[config.mk]
export PLATFORM = sky130hd
export DESIGN_NAME = terminal_escape_key_decoder_unit
export DESIGN_NICKNAME = d
export VERILOG_FILES = /design/src/rtl/tekd_pkg.sv /design/src/rtl/terminal_escape_key_decoder_unit.sv
export SDC_FILE = /design/constraint.sdc
export NUM_CORES = 1
export LEC_CHECK = 0
export BUFFER_PORTS_ARGS = -buffer_cell sky130_fd_sc_hd__buf_2
export CORE_MARGIN = 4
export CORE_UTILIZATION = 40
export CTS_CLUSTER_SIZE = 10
export DETAILED_ROUTE_END_ITERATION = 10
export PLACE_DENSITY = 0.64
export SLEW_MARGIN = 0
export SYNTH_ARGS = -nofsm -noshare
export SYNTH_HDL_FRONTEND = slang
export SYNTH_SLANG_ARGS = --single-unit
export TNS_END_PERCENT = 100
[constraint.sdc]
create_clock -name clk -period 3.9 [get_ports clk]
set_clock_uncertainty 0.05 [all_clocks]
set_input_delay 0.78 -clock clk [delete_from_list [all_inputs] [get_ports clk]]
set_output_delay 0.78 -clock clk [all_outputs]
set_load 0.01 [all_outputs]
[src/rtl/tekd_pkg.sv]
package tekd_pkg;

    // field widths
    localparam int unsigned BYTE_W    = 8;
    localparam int unsigned KEY_W     = 11;
    localparam int unsigned TICK_W    = 16;
    localparam int unsigned APB_DW    = 32;
    localparam int unsigned APB_AW    = 3;

    // command codes
    localparam logic CMD_BYTE = 1'b0;
    localparam logic CMD_TICK = 1'b1;

    // register index (word address bit)
    localparam logic REG_TIMEOUT = 1'b0;

    localparam logic [TICK_W-1:0] TIMEOUT_RESET = 16'd50;
    localparam logic [TICK_W-1:0] TICK_MAX      = 16'hFFFF;

    // special bytes
    localparam logic [BYTE_W-1:0] BYTE_ESC   = 8'd27;
    localparam logic [BYTE_W-1:0] BYTE_CSI   = 8'h5B; // '['
    localparam logic [BYTE_W-1:0] BYTE_SS3   = 8'h4F; // 'O'
    localparam logic [BYTE_W-1:0] BYTE_TILDE = 8'h7E; // '~'

    // key codes
    localparam logic [KEY_W-1:0] KEY_ESC   = 11'd27;
    localparam logic [KEY_W-1:0] KEY_UP    = 11'd1001;
    localparam logic [KEY_W-1:0] KEY_DOWN  = 11'd1002;
    localparam logic [KEY_W-1:0] KEY_LEFT  = 11'd1003;
    localparam logic [KEY_W-1:0] KEY_RIGHT = 11'd1004;
    localparam logic [KEY_W-1:0] KEY_HOME  = 11'd1010;
    localparam logic [KEY_W-1:0] KEY_END   = 11'd1011;
    localparam logic [KEY_W-1:0] KEY_PGUP  = 11'd1012;
    localparam logic [KEY_W-1:0] KEY_PGDN  = 11'd1013;
    localparam logic [KEY_W-1:0] KEY_DEL   = 11'd1014;
    localparam logic [KEY_W-1:0] KEY_F1    = 11'd1101;
    localparam logic [KEY_W-1:0] KEY_F2    = 11'd1102;
    localparam logic [KEY_W-1:0] KEY_F3    = 11'd1103;
    localparam logic [KEY_W-1:0] KEY_F4    = 11'd1104;
    localparam logic [KEY_W-1:0] KEY_F5    = 11'd1105;
    localparam logic [KEY_W-1:0] KEY_F6    = 11'd1106;
    localparam logic [KEY_W-1:0] KEY_F7    = 11'd1107;
    localparam logic [KEY_W-1:0] KEY_F8    = 11'd1108;
    localparam logic [KEY_W-1:0] KEY_F9    = 11'd1109;
    localparam logic [KEY_W-1:0] KEY_F10   = 11'd1110;
    localparam logic [KEY_W-1:0] KEY_F11   = 11'd1111;
    localparam logic [KEY_W-1:0] KEY_F12   = 11'd1112;
    localparam logic [KEY_W-1:0] KEY_MAX   = KEY_F12;

    // parser phase, one-hot
    typedef enum logic [5:0] {
        PH_IDLE = 6'b000001,
        PH_ESC  = 6'b000010,
        PH_CSI  = 6'b000100,
        PH_SS3  = 6'b001000,
        PH_NUM1 = 6'b010000,
        PH_NUM2 = 6'b100000
    } phase_t;

    function automatic logic is_digit(input logic [BYTE_W-1:0] b);
        return (b >= 8'h30) && (b <= 8'h39);
    endfunction

    function automatic logic [KEY_W-1:0] raw_key(input logic [BYTE_W-1:0] b);
        return {{(KEY_W-BYTE_W){1'b0}}, b};
    endfunction

    // final byte after ESC [
    function automatic logic [KEY_W-1:0] csi_final(input logic [BYTE_W-1:0] b);
        logic [KEY_W-1:0] k;
        case (b)
            8'h41:   k = KEY_UP;    // 'A'
            8'h42:   k = KEY_DOWN;  // 'B'
            8'h43:   k = KEY_RIGHT; // 'C'
            8'h44:   k = KEY_LEFT;  // 'D'
            8'h48:   k = KEY_HOME;  // 'H'
            8'h46:   k = KEY_END;   // 'F'
            default: k = raw_key(b);
        endcase
        return k;
    endfunction

    // final byte after ESC O
    function automatic logic [KEY_W-1:0] ss3_final(input logic [BYTE_W-1:0] b);
        logic [KEY_W-1:0] k;
        case (b)
            8'h50:   k = KEY_F1;   // 'P'
            8'h51:   k = KEY_F2;   // 'Q'
            8'h52:   k = KEY_F3;   // 'R'
            8'h53:   k = KEY_F4;   // 'S'
            8'h48:   k = KEY_HOME; // 'H'
            8'h46:   k = KEY_END;  // 'F'
            default: k = raw_key(b);
        endcase
        return k;
    endfunction

    // ESC [ d ~
    function automatic logic [KEY_W-1:0] one_digit_key(input logic [BYTE_W-1:0] d);
        logic [KEY_W-1:0] k;
        case (d)
            8'h31, 8'h37: k = KEY_HOME;
            8'h33:        k = KEY_DEL;
            8'h34, 8'h38: k = KEY_END;
            8'h35:        k = KEY_PGUP;
            8'h36:        k = KEY_PGDN;
            default:      k = raw_key(d);
        endcase
        return k;
    endfunction

    // ESC [ d d ~
    function automatic logic [KEY_W-1:0] two_digit_key(input logic [BYTE_W-1:0] d1,
                                                       input logic [BYTE_W-1:0] d2);
        logic [KEY_W-1:0] k;
        k = raw_key(d1);
        if (d1 == 8'h31) begin
            case (d2)
                8'h35:   k = KEY_F5;
                8'h37:   k = KEY_F6;
                8'h38:   k = KEY_F7;
                8'h39:   k = KEY_F8;
                default: k = raw_key(d1);
            endcase
        end else if (d1 == 8'h32) begin
            case (d2)
                8'h30:   k = KEY_F9;
                8'h31:   k = KEY_F10;
                8'h33:   k = KEY_F11;
                8'h34:   k = KEY_F12;
                default: k = raw_key(d1);
            endcase
        end
        return k;
    endfunction

endpackage

[src/rtl/terminal_escape_key_decoder_unit.sv]
// terminal escape key decoder: bytes and ticks in, key codes out
// path from input request to result valid: input register, then result register
// one input request per cycle unless a result stalls; one state transition per request
// a stalled result holds; the input register still takes a request when it drains
// reset (rst_n low, asynchronous): parser idle, digits and tick count zero, timeout 50
module terminal_escape_key_decoder_unit (
    input  logic                          clk,
    input  logic                          rst_n,
    // input channel
    input  logic                          in_valid,
    output logic                          in_ready,
    input  logic                          command,
    input  logic [tekd_pkg::BYTE_W-1:0]   byte_value,
    // result channel
    output logic                          out_valid,
    input  logic                          out_ready,
    output logic [tekd_pkg::KEY_W-1:0]    key_code,
    // configuration port
    input  logic                          psel,
    input  logic                          penable,
    input  logic                          pwrite,
    input  logic [tekd_pkg::APB_AW-1:0]   paddr,
    input  logic [tekd_pkg::APB_DW-1:0]   pwdata,
    output logic [tekd_pkg::APB_DW-1:0]   prdata,
    output logic                          pready
);

    import tekd_pkg::*;

    // configuration register
    logic [TICK_W-1:0] timeout_reg;
    logic              cfg_wr;

    assign pready = 1'b1;
    assign cfg_wr = psel && penable && pwrite && pready;

    always_ff @(posedge clk or negedge rst_n)
    begin
        if (!rst_n)
        begin
            timeout_reg <= TIMEOUT_RESET;
        end
        else if (cfg_wr && (paddr[2] == REG_TIMEOUT))
        begin
            timeout_reg <= pwdata[TICK_W-1:0];
        end
    end

    always_comb
    begin
        if (paddr[2] == REG_TIMEOUT)
            prdata = {{(APB_DW-TICK_W){1'b0}}, timeout_reg};
        else
            prdata = '0;
    end

    // input register
    logic              s1_valid_reg;
    logic              s1_cmd_reg;
    logic [BYTE_W-1:0] s1_byte_reg;
    logic              s1_fire;
    logic              in_fire;
    logic              out_free;

    assign out_free = !out_valid || out_ready;
    assign s1_fire  = s1_valid_reg && out_free;
    assign in_ready = !s1_valid_reg || s1_fire;
    assign in_fire  = in_valid && in_ready;

    always_ff @(posedge clk or negedge rst_n)
    begin
        if (!rst_n)
        begin
            s1_valid_reg <= 1'b0;
        end
        else if (in_ready)
        begin
            s1_valid_reg <= in_valid;
        end
    end

    always_ff @(posedge clk)
    begin
        if (in_fire)
        begin
            s1_cmd_reg  <= command;
            s1_byte_reg <= byte_value;
        end
    end

    // parser state
    phase_t            phase_reg, phase_next;
    logic [BYTE_W-1:0] d1_reg, d1_next;
    logic [BYTE_W-1:0] d2_reg, d2_next;
    logic [TICK_W-1:0] count_reg, count_next;
    logic [TICK_W-1:0] count_inc;
    logic              emit;
    logic [KEY_W-1:0]  code;
    logic              pending;
    logic              in_number;

    assign pending   = (phase_reg == PH_ESC) || (phase_reg == PH_CSI) ||
                       (phase_reg == PH_SS3) || (phase_reg == PH_NUM1) ||
                       (phase_reg == PH_NUM2);
    assign in_number = (phase_reg == PH_NUM1) || (phase_reg == PH_NUM2);
    assign count_inc = (count_reg < TICK_MAX) ? count_reg + 1'b1 : count_reg;

    // one transition per request
    always_comb
    begin
        phase_next = phase_reg;
        d1_next    = d1_reg;
        d2_next    = d2_reg;
        count_next = count_reg;
        emit       = 1'b0;
        code       = '0;

        if (s1_cmd_reg == CMD_TICK)
        begin
            if (!pending)
            begin
                phase_next = PH_IDLE;
                count_next = '0;
            end
            else
            begin
                count_next = count_inc;
                if (count_inc >= timeout_reg)
                begin
                    emit = 1'b1;
                    code = in_number ? raw_key(d1_reg) : KEY_ESC;
                end
            end
        end
        else
        begin
            count_next = '0;
            unique case (phase_reg)
                PH_ESC:
                begin
                    if (s1_byte_reg == BYTE_CSI)
                        phase_next = PH_CSI;
                    else if (s1_byte_reg == BYTE_SS3)
                        phase_next = PH_SS3;
                    else
                    begin
                        emit = 1'b1;
                        code = KEY_ESC;
                    end
                end
                PH_CSI:
                begin
                    if (is_digit(s1_byte_reg))
                    begin
                        d1_next    = s1_byte_reg;
                        phase_next = PH_NUM1;
                    end
                    else
                    begin
                        emit = 1'b1;
                        code = csi_final(s1_byte_reg);
                    end
                end
                PH_SS3:
                begin
                    emit = 1'b1;
                    code = ss3_final(s1_byte_reg);
                end
                PH_NUM1:
                begin
                    if (s1_byte_reg == BYTE_TILDE)
                    begin
                        emit = 1'b1;
                        code = one_digit_key(d1_reg);
                    end
                    else if (is_digit(s1_byte_reg) && ((d1_reg == 8'h31) || (d1_reg == 8'h32)))
                    begin
                        d2_next    = s1_byte_reg;
                        phase_next = PH_NUM2;
                    end
                    else
                    begin
                        emit = 1'b1;
                        code = raw_key(d1_reg);
                    end
                end
                PH_NUM2:
                begin
                    emit = 1'b1;
                    if (s1_byte_reg == BYTE_TILDE)
                        code = two_digit_key(d1_reg, d2_reg);
                    else
                        code = raw_key(d1_reg);
                end
                default:
                begin
                    // idle, and any corrupted phase acts as idle
                    if (s1_byte_reg == BYTE_ESC)
                        phase_next = PH_ESC;
                    else
                    begin
                        phase_next = PH_IDLE;
                        emit       = 1'b1;
                        code       = raw_key(s1_byte_reg);
                    end
                end
            endcase
        end

        if (emit)
        begin
            phase_next = PH_IDLE;
            count_next = '0;
        end
    end

    always_ff @(posedge clk or negedge rst_n)
    begin
        if (!rst_n)
        begin
            phase_reg <= PH_IDLE;
            d1_reg    <= '0;
            d2_reg    <= '0;
            count_reg <= '0;
        end
        else if (s1_fire)
        begin
            phase_reg <= phase_next;
            d1_reg    <= d1_next;
            d2_reg    <= d2_next;
            count_reg <= count_next;
        end
    end

    // result register
    logic             out_valid_reg, out_valid_next;
    logic [KEY_W-1:0] key_reg;

    always_comb
    begin
        if (s1_fire && emit)
            out_valid_next = 1'b1;
        else if (out_ready)
            out_valid_next = 1'b0;
        else
            out_valid_next = out_valid_reg;
    end

    always_ff @(posedge clk or negedge rst_n)
    begin
        if (!rst_n)
        begin
            out_valid_reg <= 1'b0;
        end
        else
        begin
            out_valid_reg <= out_valid_next;
        end
    end

    always_ff @(posedge clk)
    begin
        if (s1_fire && emit)
        begin
            key_reg <= code;
        end
    end

    assign out_valid = out_valid_reg;
    assign key_code  = key_reg;

    // plain byte in idle passes through on the next cycle
    a_passthrough: assert property (@(posedge clk) disable iff (!rst_n)
        (s1_fire && (s1_cmd_reg == CMD_BYTE) && (phase_reg == PH_IDLE) &&
         (s1_byte_reg != BYTE_ESC))
        |=> (out_valid && (key_code == raw_key($past(s1_byte_reg)))))
        else $error("idle byte did not pass through");

    // any result sends the parser back to idle with a cleared tick count
    a_emit_idle: assert property (@(posedge clk) disable iff (!rst_n)
        (s1_fire && emit) |=> ((phase_reg == PH_IDLE) && (count_reg == '0)))
        else $error("parser not idle after result");

    // a tick while idle changes nothing and gives no result
    a_idle_tick: assert property (@(posedge clk) disable iff (!rst_n)
        (s1_fire && (s1_cmd_reg == CMD_TICK) && (phase_reg == PH_IDLE))
        |=> ((phase_reg == PH_IDLE) && (count_reg == '0)))
        else $error("idle tick changed parser state");

    // no request is processed while a result is stalled
    a_no_overrun: assert property (@(posedge clk) disable iff (!rst_n)
        (out_valid && !out_ready) |-> !s1_fire)
        else $error("request processed over a stalled result");

    // result codes stay in range
    a_key_range: assert property (@(posedge clk) disable iff (!rst_n)
        out_valid |-> (key_code <= KEY_MAX))
        else $error("key code out of range");

endmodule

Word-level counts from Yosys, hierarchy flattened
Index checks and enable logic that the tools add are counted.
Widths: inputs -> output; s select.
{"block": "totals", "out_inout_bits": 46, "ff_bits": 76, "inputBits": 51, "elab_cells": 130}
{"block": "classes", "n_mux": 46, "n_bitwise": 3, "reduce_logical": 25, "addsub": 1, "eq_ne": 41, "magnitude_cmp": 4}
{"operator": "$eq 8x6->1 const B", "n": 16}
{"operator": "$eq 8x7->1 const B", "n": 13}
{"operator": "$pmux 11 s4", "n": 2}
{"operator": "$mux 16", "n": 5}
{"operator": "$pmux 11 s6", "n": 1}
{"operator": "$pmux 10 s6", "n": 1}
{"operator": "$mux 11", "n": 5}
{"operator": "$pmux 11 s5", "n": 1}
{"operator": "$pmux 10 s5", "n": 1}
{"operator": "$mux 6", "n": 8}
{"operator": "$mux 8", "n": 5}
{"operator": "$pmux 6 s4", "n": 1}
{"operator": "$add 16x1->16 const B", "n": 1}
{"operator": "$ge 16x16->1", "n": 1}
{"operator": "$lt 16x16->1 const B", "n": 1}
{"operator": "$mux 1", "n": 11}
{"operator": "$mux 10", "n": 1}
{"operator": "$mux 5", "n": 2}
{"operator": "$eq 8x5->1 const B", "n": 1}
{"operator": "$ge 8x6->1 const B", "n": 1}
{"operator": "$le 8x6->1 const B", "n": 1}
{"operator": "$logic_and 1x1->1", "n": 8}
{"operator": "$logic_or 1x1->1", "n": 8}
{"operator": "$ne 4x3->1 const B", "n": 2}
{"operator": "18 further kinds", "n": 23}

Depth between registers and ports, before layout
{"block": "depth", "ltp_word": 9, "mapped_depth": 15, "depth_no_buf": 13}

Worst setup path before layout
Ideal clock, no wire load.
{"block": "synth_path", "path_kind": "reg2reg", "from": "register count_reg[3]", "to": "register key_reg[0] (netlist: key_code[0]) (enable)", "period_less_slack_ns": 3.762, "stages_incl_launch_ff": 14, "setup_time_ns": 0.376, "slack_ns": 0.138, "n_path_buf": 1, "required_ns": 3.474, "arrival_time_ns": 3.336, "path_cell_list": "dfrtp_1 -> clkbuf_1 -> and4_1 -> nand3_1 -> o21bai_1 -> nor2_1 -> xor2_1 -> ha_1 -> nand4_1 -> nor2_1 -> o2111ai_1 -> o21ai_0 -> a22oi_1 -> nor2_1"}
{"block": "synth_via", "elab_chain_len": 7, "elab_cells_between_ends": 8, "classes_between": "add/sub (1); order compare (2); mux (4); reduce/logical (1)"}
{"element": "start: declaration", "line_no": "terminal_escape_key_decoder_unit.sv:95", "text": "logic [TICK_W-1:0] count_reg, count_next;"}
{"element": "start signal: assignment", "line_no": "terminal_escape_key_decoder_unit.sv:231", "text": "count_reg <= count_next;"}
{"element": "$add 16x1->16 / $lt 16x16->1 (equally long branches)", "line_no": "terminal_escape_key_decoder_unit.sv:106", "text": "assign count_inc = (count_reg < TICK_MAX) ? count_reg + 1'b1 : count_reg;"}
{"element": "$mux 16 (*)", "line_no": "terminal_escape_key_decoder_unit.sv:106"}
{"element": "$ge 16x16->1 (*)", "line_no": "terminal_escape_key_decoder_unit.sv:128", "text": "if (count_inc >= timeout_reg)"}
{"element": "$mux 1 (*)", "line_no": "terminal_escape_key_decoder_unit.sv:128"}
{"element": "$mux 1 (*)", "line_no": "terminal_escape_key_decoder_unit.sv:120", "text": "if (!pending)"}
{"element": "$mux 1 (*)", "line_no": "terminal_escape_key_decoder_unit.sv:118", "text": "if (s1_cmd_reg == CMD_TICK)"}
{"element": "$logic_and 1x1->1 (*)", "line_no": "terminal_escape_key_decoder_unit.sv:263", "text": "if (s1_fire && emit)"}
{"element": "end signal: assignment", "line_no": "terminal_escape_key_decoder_unit.sv:265", "text": "key_reg <= code;"}
{"element": "end: declaration", "line_no": "terminal_escape_key_decoder_unit.sv:237", "text": "logic [KEY_W-1:0] key_reg;"}
Mark *: on every way between the ends. The rest lies on a longest branch, timed or not.
A chain may end at the register's enable or synchronous reset.

Final worst setup path
{"block": "layout_path", "from": "register count_reg[11]", "to": "register key_reg[1] (netlist: key_code[1]) (enable)"}
The elaborated chain is that of the path after synthesis.

==> run metrics <==
highest-delay cell along the critical path=dfrtp_1; startpoint types=flop; antenna-violating nets left=0; port bufs=61; final setup vio count=0; H-tree depth=3; I/O pins=97; Synth cell types=84; Num CTS Buffers=9; max_slew headroom=41.0%; most frequent CP cell=buf_4; number of DRC markers in iteration 0=308; RePlAce Congestion=0.972; Detailed Place HPWL=10300 um; first-pass GRT wire length=22300 um; commonest cells in the netlist=52 x dfrtp_1, 52 x nor2_1, 42 x nand2_1, 32 x o21ai_0, 27 x clkbuf_1; CP peak stage delay=440 ps; layout cells sized above 1=24.4%; Hold Violations, Final=0; post-route clock period utilization=94.4%; Fillers=1243; Fin Setup TNS=0 ps; initial antenna violation count=0; diodes inserted=0; clock transition at the registers of the reported paths=60 ps; Endpoint, Worst Hold=d2_reg[4]; Max-Cap Viols=0; die extent in x=123 um; Critical Path Start=count_reg[11]; Peak Freq=272 MHz; DRT Pass-1 Iters=5; hold_sp=d2_reg[4]; Area contributors post-synth=dfrtp_1 25%, edfxtp_1 11%, mux2_2 4.9%; Core ar.=0.0128 mm^2; Worst Hold Depth=1; CTS resizes=1; Post-CTS Setup Repair Bufs=0; average size of a mapped cell=9.07 um^2; xor/xnor share of the synthesized area=1.99%; Primary FF master, synth=dfrtp_1; Via density=5.59; vias in the first global route=4377; largest net degree at the start of global routing=33; LEAKAGE=2.71 nW; TritonCTS clock tree=done; simple-gate area share of the yosys netlist=24.3%; Max IR drop VDD=242 uV; Tmin final=3680 ps; detailed-route DRC error count=0; outcome=finished clean; Max Slew Vio Count=0; routed len/inst=16.4 um; # rows=41; GRT Total Usage=19.0%; Post-synth EDFFs=19; Die ar.=0.0151 mm^2; Layout Utilization=47.8%; Worst-Margin Slew=881 ps; die height=123 um; initial core utilization=41.3%; Syn Std Cell Area=0.00528 mm^2; top-area cell type share of the netlist area=24.7%; area grow syn2layout=15.7%; grt ovf=0; crit path cell chain=and3_1 > nand3_1 > o21bai_2 > buf_4 > nor2_1 > xor2_1 > ha_1 > a21oi_1 > nor3_1 > a2111oi_0 > buf_4 > o21ai_0 > a22oi_1 > nor2_4; Worst Setup Path Type=flop to flop; maximum root-to-sink buffer count=2; CTS Hold Buffers Added=0; Net count, final=722; RSZ-0062 raised after global routing=no; Hold WC Path Type=flop to flop; Synth Register Bits=75; post-synthesis compound-gate area fraction=19.5%; worst path buffer plus inverter count=2; Critical Path AT=3690 ps; main combinational cell family by area after synthesis=simple AND/OR/NAND/NOR gates; asr flop ratio synth=74.7%; R2R setup slack=220 ps; reg2reg end=key_code[1]; Critical R2R Launch=count_reg[11]; via count=4648; final hold slack=409 ps; delay-heaviest family, CP=compound AO/OA/AOI/OAI gates; clk sinks=75; Critical Path RT=3910 ps; cell count after synthesis=582; worst r2r path cells=14; Worst Setup End Kind=flop; Root Buffer=clkbuf_16; synth warn=0; mux cell area share after synthesis=5.67%; Synth Area in Adders=4.03%; area leader, netlist=dfrtp_1; register area share after synthesis=37.5%; final WL=13600 um; worst skew pair latency=350 ps; cell area power density=315 mW/mm^2; Worst Path Max Fanout=10
==> worst register-to-register path: stages (launching register included) <==
cell and delay [ps]:
dfrtp_1 440, and3_1 240, nand3_1 200, o21bai_2 260, buf_4 190, nor2_1 70, xor2_1 140, ha_1 290
a21oi_1 200, nor3_1 70, a2111oi_0 350, buf_4 200, o21ai_0 160, a22oi_1 390, nor2_4 130
==> kinds of logic after synthesis <==
| group | count (synthesis) |
|---|---|
| other | 2 |
| DFF | 75 |
| and+or+nand+nor | 230 |
| xor gates and xnor gates | 12 |
| AOI/OAI and AO/OA | 145 |
| adders and majority gates | 17 |
| muxes | 27 |
| buffers and inverters | 74 |
==> placed cells by master (no fill, tap or decap), types with 4 or more instances in the layout <==
cell type and count:
clkbuf_1 5, a32o_1 4, o41ai_1 4, dfrtp_1 52, inv_1 25, clkbuf_16 9
nor4_1 7, nand2_1 42, buf_4 34, a31oi_1 5, o211ai_1 10, a22o_1 9
mux2i_1 4, and3_1 8, nand3_1 16, nor2b_1 12, buf_2 61, conb_1 17
nand4_1 4, or2_2 9, nand3b_1 5, xor2_1 7, ha_1 17, and2_1 6
dfstp_2 4, mux2_2 23, nor3_1 20, nand2b_1 13, a21oi_1 24, a211oi_1 7
o21ai_0 32, nor2_1 51, xnor2_1 5, o21a_1 7, edfxtp_1 19
==> layer usage <==
layer  wire (um)  share of wire [%]  GRT usage, %  vias up
li1            -                  -             -     2258
met1        6470                 48          27.3     2196
met2        5890                 43          27.4      176
met3         947                7.0          3.69       18
met4         309                2.3          8.54        0
met5           0                  0             0        -
==> worst max path at each step <==
stage / end / slack (ps) / cells after the start
3_5_place_dp: key_code[0] / 5 / 13
6_report: key_code[1] / 220 / 14
2_1_floorplan: key_code[0] / 140 / 13
5_1_grt: key_code[1] / 1 / 14
4_1_cts: key_code[1] / 180 / 13
3_3_place_gp: key_code[2] / 40 / 13
==> through the flow <==
step / area (um^2) / instances / worst slack, ps / power [mW]
floorplan: 5330 / 597 / 138 / 1.10
global route: 6110 / 831 / 1.24 / 2.03
global placement: 5840 / 815 / 37.9 / 1.19
detailed placement: 5840 / 815 / 4.85 / 1.20
finish: 6110 / 831 / 219 / 1.93
CTS: 6100 / 831 / 185 / 1.95
==> power by group <==
part	switching [mW]	total (mW)	leakage, nW	internal [mW]
Combinational	0.165	0.283	1.68	0.118
Sequential	0.0358	0.901	0.906	0.865
Clock	0.311	0.742	0.125	0.431
==> layout make-up <==
cell class / count / area, um^2 / area share [%]
flip-flops and latches: 75 / 1980 / 32.4
clock buffers: 14 / 244 / 4.00
multi-input cells: 448 / 3000 / 49.2
inverters: 25 / 93.8 / 1.54
clock inverters: 2 / 11.3 / 0.184
repair buffers: 95 / 561 / 9.18
well taps: 172 / 215 / 3.52
Note: power is estimated with default switching activity, not from simulation.
